`src/rtl/core/tscc_pkg.sv`:
```
`timescale 1ns / 1ps

package tscc_pkg;

	// pointer id space
	localparam int MaxPointers = 32;
	localparam int IdWidth     = $clog2(MaxPointers);

	// field widths
	localparam int ActionWidth  = 4;
	localparam int DeviceWidth  = 16;
	localparam int SourceWidth  = 32;
	localparam int CountWidth   = 6;
	localparam int IndexWidth   = 6;
	localparam int HistWidth    = 16;
	localparam int ProblemWidth = 12;

	// reset value of the pointer class mask
	localparam logic [SourceWidth-1:0] PointerClassReset = 32'd2;

	typedef logic [ActionWidth-1:0]  action_t;
	typedef logic [MaxPointers-1:0]  ptr_mask_t;
	typedef logic [ProblemWidth-1:0] problem_t;

	// action codes
	localparam action_t ActDown      = 4'd0;
	localparam action_t ActUp        = 4'd1;
	localparam action_t ActMove      = 4'd2;
	localparam action_t ActCancel    = 4'd3;
	localparam action_t ActOutside   = 4'd4;
	localparam action_t ActPtrDown   = 4'd5;
	localparam action_t ActPtrUp     = 4'd6;
	localparam action_t ActUnhandled = 4'd7;

	// problem bit positions
	localparam int PrbMultiSource = 0;
	localparam int PrbDownWhileDn = 1;
	localparam int PrbHistory     = 2;
	localparam int PrbCountNotOne = 3;
	localparam int PrbMoveCount   = 4;
	localparam int PrbOutsideDown = 5;
	localparam int PrbPtrDnAlone  = 6;
	localparam int PrbBadIndex    = 7;
	localparam int PrbIdAlready   = 8;
	localparam int PrbIdNotDown   = 9;
	localparam int PrbBadAction   = 10;
	localparam int PrbNotPointer  = 11;

	// one input request as held in the input register
	typedef struct packed {
		action_t                action;
		logic [DeviceWidth-1:0] device_id;
		logic [SourceWidth-1:0] source_bits;
		logic [CountWidth-1:0]  pointer_count;
		logic [IndexWidth-1:0]  action_index;
		logic [IdWidth-1:0]     pointer_id;
		logic [HistWidth-1:0]   history_size;
	} event_t;

endpackage

```
`src/rtl/core/touch_stream_consistency_checker_unit.sv`:
```
`timescale 1ns / 1ps

// Touch stream consistency checker.
// Input channel: in_valid / in_stall with one touch event (or an unhandled
// notice) per request. Output channel: out_valid / out_stall with one result
// per request: problem_mask, mark_tainted and the pointer mask after the event.
// Configuration: cfg_valid / cfg_ready writes the pointer class mask; cfg_ready
// is always high, and writes are expected only while the block is idle.
// An accepted request is captured in the input register, checked against the
// stream state by combinational logic, and its result moves to the output
// register once that register is empty or no longer stalled.
// Throughput: one request per cycle while out_stall is low; the stream state
// and result registers update together, so the next request sees it at once.
// Reset clears the stream state, empties both registers and sets the pointer
// class mask to 2. When the receiver stalls, the result holds in the output
// register, one more request waits in the input register, and in_stall is
// raised once both are full.
module touch_stream_consistency_checker_unit
	import tscc_pkg::*;
(
	input  logic                    clk,
	input  logic                    arst_n,
	// configuration write
	input  logic                    cfg_valid,
	output logic                    cfg_ready,
	input  logic [SourceWidth-1:0]  cfg_data,
	// input requests
	input  logic                    in_valid,
	output logic                    in_stall,
	input  logic [ActionWidth-1:0]  action,
	input  logic [DeviceWidth-1:0]  device_id,
	input  logic [SourceWidth-1:0]  source_bits,
	input  logic [CountWidth-1:0]   pointer_count,
	input  logic signed [IndexWidth-1:0] action_index,
	input  logic [IdWidth-1:0]      pointer_id,
	input  logic [HistWidth-1:0]    history_size,
	// results
	output logic                    out_valid,
	input  logic                    out_stall,
	output logic [ProblemWidth-1:0] problem_mask,
	output logic                    mark_tainted,
	output logic [MaxPointers-1:0]  pointers_down
);

	localparam int PopWidth = $clog2(MaxPointers + 1);

	// configuration and stream state
	logic [SourceWidth-1:0] ptr_class_q;
	ptr_mask_t              down_mask_q;
	logic                   tainted_q;
	logic                   unhandled_q;
	logic                   dev_valid_q;
	logic [DeviceWidth-1:0] last_dev_q;
	logic [SourceWidth-1:0] last_src_q;

	// pipeline registers
	logic      valid_s1;
	event_t    ev_s1;
	logic      valid_s2;
	problem_t  prob_s2;
	logic      mark_s2;
	ptr_mask_t down_s2;

	logic adv_s1;
	logic take_in;

	// combinational results for the event in the input register
	problem_t  prob_c;
	logic      mark_c;
	ptr_mask_t down_c;
	logic      taint_c;
	logic      unh_c;
	logic      new_stream;
	ptr_mask_t base_mask;
	logic      base_taint;
	logic      id_ok;
	ptr_mask_t id_bit;
	logic      idx_bad;
	logic      hist_nz;
	logic      count_n1;
	logic [PopWidth-1:0] pop;

	// handshakes
	assign cfg_ready = 1'b1;
	assign adv_s1    = !valid_s2 || !out_stall;
	assign in_stall  = valid_s1 && !adv_s1;
	assign take_in   = in_valid && !in_stall;

	assign out_valid     = valid_s2;
	assign problem_mask  = prob_s2;
	assign mark_tainted  = mark_s2;
	assign pointers_down = down_s2;

	// popcount of the current pointer mask
	always_comb begin
		pop = '0;
		for (int i = 0; i < MaxPointers; i++) begin
			pop = pop + PopWidth'(down_mask_q[i]);
		end
	end

	// per-event checks
	always_comb begin
		new_stream = (ev_s1.action == ActDown) || (ev_s1.action == ActCancel)
			|| (ev_s1.action == ActOutside);
		id_ok   = ({1'b0, ev_s1.pointer_id} < (IdWidth + 1)'(MaxPointers));
		id_bit  = id_ok ? (ptr_mask_t'(1) << ev_s1.pointer_id) : '0;
		idx_bad = ev_s1.action_index[IndexWidth-1]
			|| (ev_s1.action_index >= ev_s1.pointer_count) || !id_ok;
		hist_nz  = (ev_s1.history_size != '0);
		count_n1 = (ev_s1.pointer_count != CountWidth'(1));

		// a new stream clears a tainted or unhandled one
		if (new_stream && (tainted_q || unhandled_q)) begin
			base_mask  = '0;
			base_taint = 1'b0;
			unh_c      = 1'b0;
		end else begin
			base_mask  = down_mask_q;
			base_taint = tainted_q;
			unh_c      = unhandled_q;
		end
		mark_c  = base_taint;
		down_c  = base_mask;
		taint_c = base_taint;
		prob_c  = '0;

		if (!new_stream && dev_valid_q
			&& (last_dev_q != ev_s1.device_id || last_src_q != ev_s1.source_bits)) begin
			prob_c[PrbMultiSource] = 1'b1;
		end

		if ((ev_s1.source_bits & ptr_class_q) != '0) begin
			case (ev_s1.action)
				ActDown: begin
					prob_c[PrbDownWhileDn] = (base_mask != '0);
					prob_c[PrbHistory]     = hist_nz;
					prob_c[PrbCountNotOne] = count_n1;
					down_c = id_bit;
				end
				ActUp: begin
					prob_c[PrbHistory]     = hist_nz;
					prob_c[PrbCountNotOne] = count_n1;
					down_c  = '0;
					taint_c = 1'b0;
				end
				ActMove: begin
					if ({1'b0, ev_s1.pointer_count} != (CountWidth + 1)'(pop)) begin
						prob_c[PrbMoveCount] = 1'b1;
						taint_c = 1'b1;
					end
				end
				ActCancel: begin
					down_c  = '0;
					taint_c = 1'b0;
				end
				ActOutside: begin
					prob_c[PrbOutsideDown] = (base_mask != '0);
					prob_c[PrbHistory]     = hist_nz;
					prob_c[PrbCountNotOne] = count_n1;
					taint_c = 1'b0;
				end
				ActPtrDown: begin
					if (base_mask == '0) begin
						prob_c[PrbPtrDnAlone] = 1'b1;
						taint_c = 1'b1;
					end
					if (idx_bad) begin
						prob_c[PrbBadIndex] = 1'b1;
						taint_c = 1'b1;
					end else if ((base_mask & id_bit) != '0) begin
						prob_c[PrbIdAlready] = 1'b1;
						taint_c = 1'b1;
					end else begin
						down_c = base_mask | id_bit;
					end
					prob_c[PrbHistory] = hist_nz;
				end
				ActPtrUp: begin
					if (idx_bad) begin
						prob_c[PrbBadIndex] = 1'b1;
						taint_c = 1'b1;
					end else if ((base_mask & id_bit) == '0) begin
						prob_c[PrbIdNotDown] = 1'b1;
						taint_c = 1'b1;
					end else begin
						down_c = base_mask & ~id_bit;
					end
					prob_c[PrbHistory] = hist_nz;
				end
				default: begin
					prob_c[PrbBadAction] = 1'b1;
				end
			endcase
		end else begin
			prob_c[PrbNotPointer] = 1'b1;
		end

		// unhandled notice only raises the flag
		if (ev_s1.action == ActUnhandled) begin
			prob_c  = '0;
			mark_c  = tainted_q;
			down_c  = down_mask_q;
			taint_c = tainted_q;
			unh_c   = 1'b1;
		end
	end

	// configuration register
	always_ff @(posedge clk or negedge arst_n) begin
		if (!arst_n) begin
			ptr_class_q <= PointerClassReset;
		end else if (cfg_valid && cfg_ready) begin
			ptr_class_q <= cfg_data;
		end
	end

	// input register
	always_ff @(posedge clk or negedge arst_n) begin
		if (!arst_n) begin
			valid_s1 <= 1'b0;
		end else if (adv_s1 || !valid_s1) begin
			valid_s1 <= take_in;
		end
	end

	always_ff @(posedge clk) begin
		if (take_in) begin
			ev_s1 <= '{action: action, device_id: device_id, source_bits: source_bits,
				pointer_count: pointer_count, action_index: action_index,
				pointer_id: pointer_id, history_size: history_size};
		end
	end

	// stream state update as the request moves to the result register
	always_ff @(posedge clk or negedge arst_n) begin
		if (!arst_n) begin
			down_mask_q <= '0;
			tainted_q   <= 1'b0;
			unhandled_q <= 1'b0;
			dev_valid_q <= 1'b0;
			last_dev_q  <= '0;
			last_src_q  <= '0;
		end else if (valid_s1 && adv_s1) begin
			down_mask_q <= down_c;
			tainted_q   <= taint_c;
			unhandled_q <= unh_c;
			if (ev_s1.action != ActUnhandled) begin
				dev_valid_q <= 1'b1;
				last_dev_q  <= ev_s1.device_id;
				last_src_q  <= ev_s1.source_bits;
			end
		end
	end

	// result register
	always_ff @(posedge clk or negedge arst_n) begin
		if (!arst_n) begin
			valid_s2 <= 1'b0;
		end else if (adv_s1) begin
			valid_s2 <= valid_s1;
		end
	end

	always_ff @(posedge clk) begin
		if (valid_s1 && adv_s1) begin
			prob_s2 <= prob_c;
			mark_s2 <= mark_c;
			down_s2 <= down_c;
		end
	end

endmodule

```
`config.mk`:
```
export PLATFORM = sky130hd
export DESIGN_NAME = touch_stream_consistency_checker_unit
export DESIGN_NICKNAME = d
export VERILOG_FILES = /design/src/rtl/core/tscc_pkg.sv /design/src/rtl/core/touch_stream_consistency_checker_unit.sv
export SDC_FILE = /design/constraint.sdc
export NUM_CORES = 1
export LEC_CHECK = 0
export ABC_CLOCK_PERIOD_IN_PS = 7850
export BUFFER_PORTS_ARGS = -buffer_cell sky130_fd_sc_hd__buf_2
export CAP_MARGIN = 0
export CELL_PAD_IN_SITES_DETAIL_PLACEMENT = 1
export CELL_PAD_IN_SITES_GLOBAL_PLACEMENT = 2
export CORE_UTILIZATION = 35
export CTS_BUF_LIST = sky130_fd_sc_hd__clkbuf_8
export DETAILED_ROUTE_END_ITERATION = 10
export PLACE_DENSITY = 0.73
export SKIP_CTS_REPAIR_TIMING = 1
export SKIP_LAST_GASP = 1
export SLEW_MARGIN = 10
export SYNTH_ARGS = -nofsm -noshare
export SYNTH_HDL_FRONTEND = slang
export SYNTH_SLANG_ARGS = --single-unit
```
`constraint.sdc`:
```
create_clock -name clk -period 7.85 [get_ports clk]
set_input_delay 0.3925 -clock clk [delete_from_list [all_inputs] [get_ports clk]]
set_output_delay 0.3925 -clock clk [all_outputs]
set_load 0.02 [all_outputs]
```
# Yosys cells after proc, flatten, opt, wreduce, memory -nomap -nowiden

Cells that the tools add are included.

Register bits after elaboration: 247
Bits of input ports: 122
Output and inout bits: 48
Logic and storage cells: 163

Add/sub/neg operators: 31
$lt $le $gt $ge: 1
Equal/unequal tests: 12
Shift operators: 1
Muxes and demuxes: 28
Bitwise logic cells: 15
Reductions and logical operators: 46

Operators with widths:

| operator                                                               | number |
|---|---|
| 32-bit 2-to-1 mux                                                      | 7 |
| 6-bit by 1-bit adder with 6-bit output                                 | 26 |
| 32-bit one-hot mux with 4 select lines                                 | 1 |
| 32-bit AND                                                             | 3 |
| 32-bit nonzero test                                                    | 3 |
| 32-bit logical NOT                                                     | 2 |
| 32-bit != test                                                         | 1 |
| 32-bit NOT                                                             | 1 |
| 32-bit OR                                                              | 1 |
| 1-bit by 5-bit left shift with 32-bit output (first input constant)    | 1 |
| 3-bit OR reduction                                                     | 9 |
| 1-bit 2-to-1 mux                                                       | 19 |
| 4-bit by 3-bit equality test with 1-bit output (second input constant) | 4 |
| 16-bit != test                                                         | 1 |
| 16-bit nonzero test                                                    | 1 |
| 1-bit NOT                                                              | 10 |
| 4-bit by 2-bit equality test with 1-bit output (second input constant) | 2 |
| 4-bit OR reduction                                                     | 2 |
| 1-bit logical OR                                                       | 7 |
| 7-bit OR reduction                                                     | 1 |
| 5-bit by 1-bit adder with 6-bit output                                 | 1 |
| 6-bit >= comparator                                                    | 1 |
| 1-bit logical AND                                                      | 6 |
| 1-bit logical NOT                                                      | 6 |
| other kinds (14)                                                       | 18 |

# Depth between registers and ports, before layout

Gate-level depths: netlist of run 1.

Word-level depth: 35
Mapped depth: 19
Depth with buffers taken out: 19

# Worst setup path after synthesis of run 1

OpenSTA, ideal clock, no wires.

Path type: register to register
Start: register down_mask_q[23]
End: register prob_s2[4] (netlist: problem_mask[4]), data pin
Library setup time: 261 ps
Arrival: 4911 ps
Data required time: 7589 ps
Path slack: 2678 ps
Stages on the path, launching flop included: 19
Buffers on the path: 0
Cells stage by stage: dfrtp_1 > fa_1 > fa_1 > inv_1 > fa_1 > inv_1 > fa_1 > fa_1 > inv_1 > fa_1 > inv_1 > ha_1 > fa_1 > a21o_1 > a21oi_1 > xnor2_1 > nand3_1 > o21ai_0 > nor3_1

Longest elaborated chain between the ends: 11

RTL lines:

| what                                                | RTL line                                     | source |
|---|---|---|
| start, declared                                     | touch_stream_consistency_checker_unit.sv:49  | `ptr_mask_t down_mask_q;` |
| start signal, assigned                              | touch_stream_consistency_checker_unit.sv:245 | `down_mask_q <= down_c;` |
| 6-bit by 1-bit adder with 6-bit output (9 in a row) | touch_stream_consistency_checker_unit.sv:98  | `pop = pop + PopWidth'(down_mask_q[i]);` |
| 6-bit != test                                       | touch_stream_consistency_checker_unit.sv:148 | `if ({1'b0, ev_s1.pointer_count} != (CountWidth + 1)'(pop)) begin` |
| 1-bit 2-to-1 mux                                    | touch_stream_consistency_checker_unit.sv:148 |  |
| end signal, assigned                                | touch_stream_consistency_checker_unit.sv:267 | `prob_s2 <= prob_c;` |
| end, declared                                       | touch_stream_consistency_checker_unit.sv:60  | `problem_t prob_s2;` |

Every way passes these cells.
A chain may end at the register's enable or synchronous reset.

# Worst setup path after layout of run 1

Start: register down_mask_q[7]
End: register prob_s2[4] (netlist: problem_mask[4]), data pin

Longest elaborated chain between the ends: 27

RTL lines:

| what                                                 | RTL line |
|---|---|
| 6-bit by 1-bit adder with 6-bit output (25 in a row) | touch_stream_consistency_checker_unit.sv:98 |
| 6-bit != test                                        | touch_stream_consistency_checker_unit.sv:148 |
| 1-bit 2-to-1 mux                                     | touch_stream_consistency_checker_unit.sv:148 |

Every way passes these cells.

==> out/results.tsv, run 1 <==
metric	value	unit
outcome	finished clean	
core_area	0.0349	mm²
path_cells	inv_1, fa_1, inv_1, fa_1, fa_1, fa_1, fa_1, inv_1, fa_1, inv_1, ha_1, fa_1, a21o_1, a21oi_1, xnor2_1, nand3_1, o21ai_0, nor3_1	
synth_edf_count	130	
post_dp_cell_area	0.0138	mm²
slowest_stage	fa_1	
synth_area_leaders	edfxtp_1 31%, dfrtp_1 23%, mux2_2 7.3%, xnor2_1 4.0%, fa_1 3.8%	
p_leak	6.16	nW
wirelength	36900	µm
end_kind	flip-flop	
worstMarginPinSlew	1120	ps
synth_top_cell_area_share	31.2	%
synth_area_per_cell	12.2	µm²
clkLatencyLatePin	580	ps
synth_cells	1026	
syn2layout_area_growth	24.2	%
finalCritPeriodShare	70.3	%
synth_fa_ha_area_share	5.13	%
final_util	44.6	%
synth_cell_types	72	
cp_common_cell	fa_1	
diodes	0	
dr.pass1.iters	5	
grt_usage	20.1	%
cp.arrival	5840	ps
slowest_delay	520	ps
synth_compound_area_share	11.8	%
yosysTopAreaCell	edfxtp_1	
dp_hpwl	24000	µm
synth_nets	1185	
clock_path_buffers	3	
critical_path_class	reg2reg	
hp-class	in2reg	
async_flop_share	47.4	%
drive_above_1_share	28.9	%
drc	0	
drv_cap	0	
die_w	191	µm
grt_antenna_before_repair	0	
pin_count	170	
synthFlopType	edfxtp_1	
clock-root-buffer	clkbuf_8	
num_vias	9326	
grt-ovfl-total	0	
grt_pass1_wl	55700	µm
grt_pass1_vias	9553	
wl_per_cell	20.9	µm
row_count	68	
cts_tree	done	
holdWs	27.2	ps
synthXorXnorAreaFrac	4.26	%
fin_area	0.0156	mm²
detail_route.iter0.violations	444	
drv_slew	0	
worst-path-buf-inv	4	
rsz0062_at_grt	false	
grt_max_degree	67	
ant_nets	0	
peakVddDrop	180	µV
setup_viol_count_final	0	
cts.clk_slew.worst_paths	70	ps
finalHoldViolCount	0	
synth-seq-area-share	54.5	%
dieArea	0.0366	mm²
cts_buffers	44	
initial_utilization	35.9	%
maxSlewHeadroom	25.3	%
required	8170	ps
period_needed	5520	ps
total_power	0.00338	W
yosys-top-cells-count	130 x edfxtp_1, 116 x dfrtp_1, 113 x nand2_1	
vias_per_cell	5.27	
cp_top_family	adder cells	
fp.dieH	191	µm
fin_nets	1438	
synthSimpleGateAreaFrac	12.6	%
setup_tns	0	ps
clock_skew	17.1	ps
yosysMostFrequentCell	edfxtp_1	
num-fill-cells	3777	
synth_area	0.0125	mm²
synth_top_family_by_area	simple AND/OR/NAND/NOR gates	
ys_warn_count	0	
fmax	0.181	GHz
ys_seq_elements	247	
cp-start-kind	flip-flop	
gp_congestion	0.839	
port-buffer-count	168	
htree_levels	2	
synthMuxAreaShare	7.84	%
p_per_area	218	mW/mm²
cts.sinks	247	
critPathMaxFanout	7	
## logic make-up (layout without fill, tap and decap cells)
kind of cell,count (synthesis),after routing
muxes,88,88
DFF,247,247
and+or+nand+nor,289,289
AOI/OAI and AO/OA,195,195
buffers and inverters,108,396
xor gates and xnor gates,61,61
other,1,1
adders and majority gates,37,37
## report_power, final
group	leakage, nW	switching (W)	internal (W)
Sequential	2.70	0.000103	0.00150
Clock	0.500	0.000562	0.000670
Combinational	2.96	0.000295	0.000251
Total	6.16	0.000961	0.00242
## area by class of cell
class,count,area [µm²],area share [%]
Tap cell,455,569,3.66
Inverter,50,188,1.21
Sequential cell,247,6830,43.9
Multi-Input combinational cell,671,5270,33.9
Timing Repair Buffer,265,1790,11.5
Clock buffer,48,661,4.25
Clock inverter,33,241,1.55
## metal layers
layer	up-vias	GRT usage [%]	share of wire, %
met1	4752	26.3	43
met2	230	33.8	50
met4	0	5.80	2.1
met5	-	0	0
met3	57	3.56	4.4
li1	4287	-	-
## placed cells by master (no fill, tap or decap), types with 5 or more instances in the layout
master and instances:
a21o_1 7, a21oi_1 42, a221o_1 31, a22o_1 31
a22oi_1 18, buf_2 167, buf_4 12, clkbuf_8 48
clkinv_1 9, clkinv_2 5, dfrtp_1 116, dlygate4sd3_1 86
edfxtp_1 130, fa_1 24, ha_1 13, inv_1 62
mux2_2 81, mux2i_1 7, nand2_1 111, nand2b_1 8
nand3_1 7, nand3b_1 5, nand4_1 16, nor2_1 44
nor2b_1 7, nor3_1 6, nor3_2 33, nor4_1 18
o21ai_0 11, o31ai_1 30, xnor2_1 57
## through the flow
stage          setup slack (ps)  cells
2_1_floorplan              2680   1026
3_3_place_gp               2440   1602
3_5_place_dp               2310   1602
4_1_cts                    2310   1683
5_1_grt                    2140   1769
6_report                   2330   1769
## registers in the layout, summed over array words and instances (netlist names)
register	flops
last_dev_q	16
ptr_class_q	32
unhandled_q	1
last_src_q	32
down_mask_q	32
valid_s1	1
mark_tainted	1
out_valid	1
ev_s1	85
pointers_down	32
tainted_q	1
problem_mask	12
dev_valid_q	1
## final timing paths
path | startpoint | endpoint | slack (ps) | cells after the start
hold / removal | source_bits[4] | ev_s1[37] | 30 | 1
hold reg to reg | dev_valid_q | dev_valid_q | 480 | 1
min in group asynchronous | arst_n | down_mask_q[3] | 460 | 2
setup reg to reg | down_mask_q[7] | problem_mask[4] | 2330 | 18
max in group asynchronous | arst_n | last_src_q[9] | 5950 | 3
setup / recovery | down_mask_q[7] | problem_mask[4] | 2330 | 18
(Power assumes the default switching activity.)
==> inputs of run 2 (changes only) <==
ABC_AREA = 1   (was not set)
ABC_CLOCK_PERIOD_IN_PS = 5600   (was 7850)
PLACE_DENSITY = 0.79   (was 0.73)
clock period = 5.6 ns   (was 7.85 ns; I/O delays follow)
==> run 2 against run 1 <==
Maximum frequency rose by 2.9%. Sequential share of layout area fell by 1.9 points. Non-clock buffer count rose by 37. Area after synthesis rose by 2.2%. Hold slack improved by 230 ps. First-iteration DRC count rose by 28%. Critical path depth rose by 3. Wire length rose by 11%. Critical endpoint unchanged. Largest cell class unchanged. Highest routed layer unchanged.
==> out/results.tsv, run 2 <==
metric	value	unit
ys_seq_elements	247	
diodes	0	
critPathMaxFanout	5	
grt_use_met2	35.1	%
synth_area_leaders	edfxtp_1 30%, dfrtp_1 23%, nand2_1 12%, inv_1 5.5%, nand3_1 4.4%	
yosys-top-cells-count	407 x nand2_1, 189 x inv_1, 134 x nor2_1	
slowest_delay	530	ps
outcome	finished clean	
cp_common_cell	fa_1	
grt_antenna_before_repair	0	
grt_pass1_wl	60200	µm
hp-class	in2async	
grt_usage	20.4	%
final_cell_mix	407 x nand2_1, 203 x inv_1, 167 x buf_2	
pin_count	170	
dp_cells	2038	
yosysMostFrequentCell	nand2_1	
ant_nets	0	
synth_top_cell_area_share	30.5	%
r2r_slack	230	ps
drive_above_1_share	16.3	%
clock_skew	30.0	ps
maxSlewHeadroom	24.3	%
rr_worst_depth	21	
finalHoldViolCount	0	
synth_edf_count	130	
synth-seq-area-share	53.4	%
p_leak	7.57	nW
reg2reg_to	problem_mask[4]	
synth_cells	1455	
largest_register_ffs	85	
finalCritPeriodShare	95.9	%
fin_nets	1907	
wl_per_cell	18.2	µm
synth_area_per_cell	8.80	µm²
die_w	193	µm
cts.sinks	247	
grt_use_met3	3.77	%
path_cells	fa_1, inv_1, fa_1, inv_1, fa_1, fa_1, fa_1, inv_1, fa_1, inv_1, ha_1, fa_2, nand2_1, nand2_1, a21oi_2, xor2_1, o21ai_0, nor3_1, nand2_1, nand2_1, nor2_1	
gp_congestion	0.852	
setup_tns	0	ps
dp_hpwl	26500	µm
met1_usage	25.3	%
place_ws	166	ps
setup_ws	231	ps
cts.clk_slew.worst_paths	60	ps
critical_path_class	reg2reg	
dieArea	0.0373	mm²
grt_pass1_vias	11200	
drv_slew	0	
ys_warn_count	0	
syn2layout_area_growth	27.1	%
period_needed	5370	ps
synth_cell_types	42	
top_usage_layer	met2	
async_flop_share	47.4	%
dr.pass1.iters	7	
p_per_area	601	mW/mm²
largest-register	ev_s1	
vias_per_cell	4.90	
wirelength	40900	µm
fmax	0.186	GHz
htree_levels	2	
r2r-start	down_mask_q[11]	
final_common_cell	nand2_1	
num_vias	11000	
rsz0062_at_grt	false	
setup_viol_count_final	0	
clock_path_buffers	3	
final_cell_count_no_fill	2248	
core_area	0.0357	mm²
synth_area	0.0128	mm²
synth_nets	1614	
cts_buffers	47	
detail_route.iter0.violations	569	
synthFlopType	edfxtp_1	
initial_utilization	35.8	%
fp.dieH	193	µm
row_count	69	
slowest_stage	fa_1	
clock-root-buffer	clkbuf_8	
total_power	0.00977	W
worstSetupStartpoint	down_mask_q[11]	
cts_tree	done	
holdWs	255	ps
grt_max_degree	68	
yosysTopAreaCell	edfxtp_1	
required	5960	ps
clkLatencyLatePin	630	ps
endpoint	problem_mask[4]	
peakVddDrop	992	µV
port-buffer-count	168	
cp-start-kind	flip-flop	
worstMarginPinSlew	1130	ps
num-fill-cells	4234	
drv_cap	0	
end_kind	flip-flop	
drc	0	
grt-ovfl-total	0	
cp.arrival	5730	ps
run 2: changes by cell type in the layout (fill, tap and decap cells not counted), sizes merged, moves of 34 or more:
cell         change
nand2          +297
inv            +146
nand3          +105
nor2            +90
o21ai           +77
mux2            -64
dlygate4sd3     +34
run 2: worst max-delay path: cells and delay by family (launching register included):
family                   cells  cell delay (ps)
AO/OA/AOI/OAI                2              220
XOR/XNOR                     1              140
adder cells (fa/ha/maj)      8             3570
buffers and inverters        4              210
flip-flops                   1              440
AND/OR/NAND/NOR              6              510
run 2: logic make-up (layout without fill, tap and decap cells):
logic type / count (synthesis) / after routing / synth area share, %
other cells: 1 / 1 / 0.0293
simple gates: 703 / 703 / 22.7
buf+inv: 250 / 582 / 7.61
flops: 247 / 247 / 53.4
xor+xnor: 43 / 43 / 2.94
compound gates: 157 / 157 / 6.82
mux: 17 / 17 / 1.50
fa+ha+maj: 37 / 37 / 5.02
run 2: worst min-delay path by stage:
stage / depth (start not counted) / startpoint / to / slack (ps)
after floorplan: 0 / arst_n / dev_valid_q / -20
after global placement: 1 / arst_n / down_mask_q[24] / 380
after detailed placement: 1 / arst_n / down_mask_q[27] / 380
after CTS: 1 / arst_n / down_mask_q[27] / -300
after global routing: 2 / arst_n / down_mask_q[27] / 290
final: 2 / arst_n / down_mask_q[27] / 260
run 2: metal layers:
layer / share of wire (%) / vias to the layer above
met3: 3.4 / 74
met1: 42 / 5438
met4: 2.5 / 0
li1: - / 5299
met2: 52 / 199
met5: 0 / -
run 2: layout make-up:
class	instances	area, µm²	share of cell area [%]
tap	461	577	3.55
clock buffer	51	702	4.32
inverter	192	723	4.45
multi-input combinational	958	5020	30.8
timing repair buffer	302	2150	13.2
clock inverter	37	262	1.61
sequential	247	6840	42.0
run 2: stage by stage:
stage / area [µm²] / utilization [%]
global route: 16300 / 45.5
finish: 16300 / 45.5
CTS: 15000 / 42.1
detailed placement: 14100 / 39.4
global placement: 14100 / 39.4
floorplan: 12800 / -
run 2: power by group:
part	switching (W)	leakage [nW]	internal (W)
sequential	0.000263	2.69	0.00227
clock	0.000862	0.558	0.000992
combinational	0.00309	4.32	0.00229
total	0.00422	7.57	0.00555
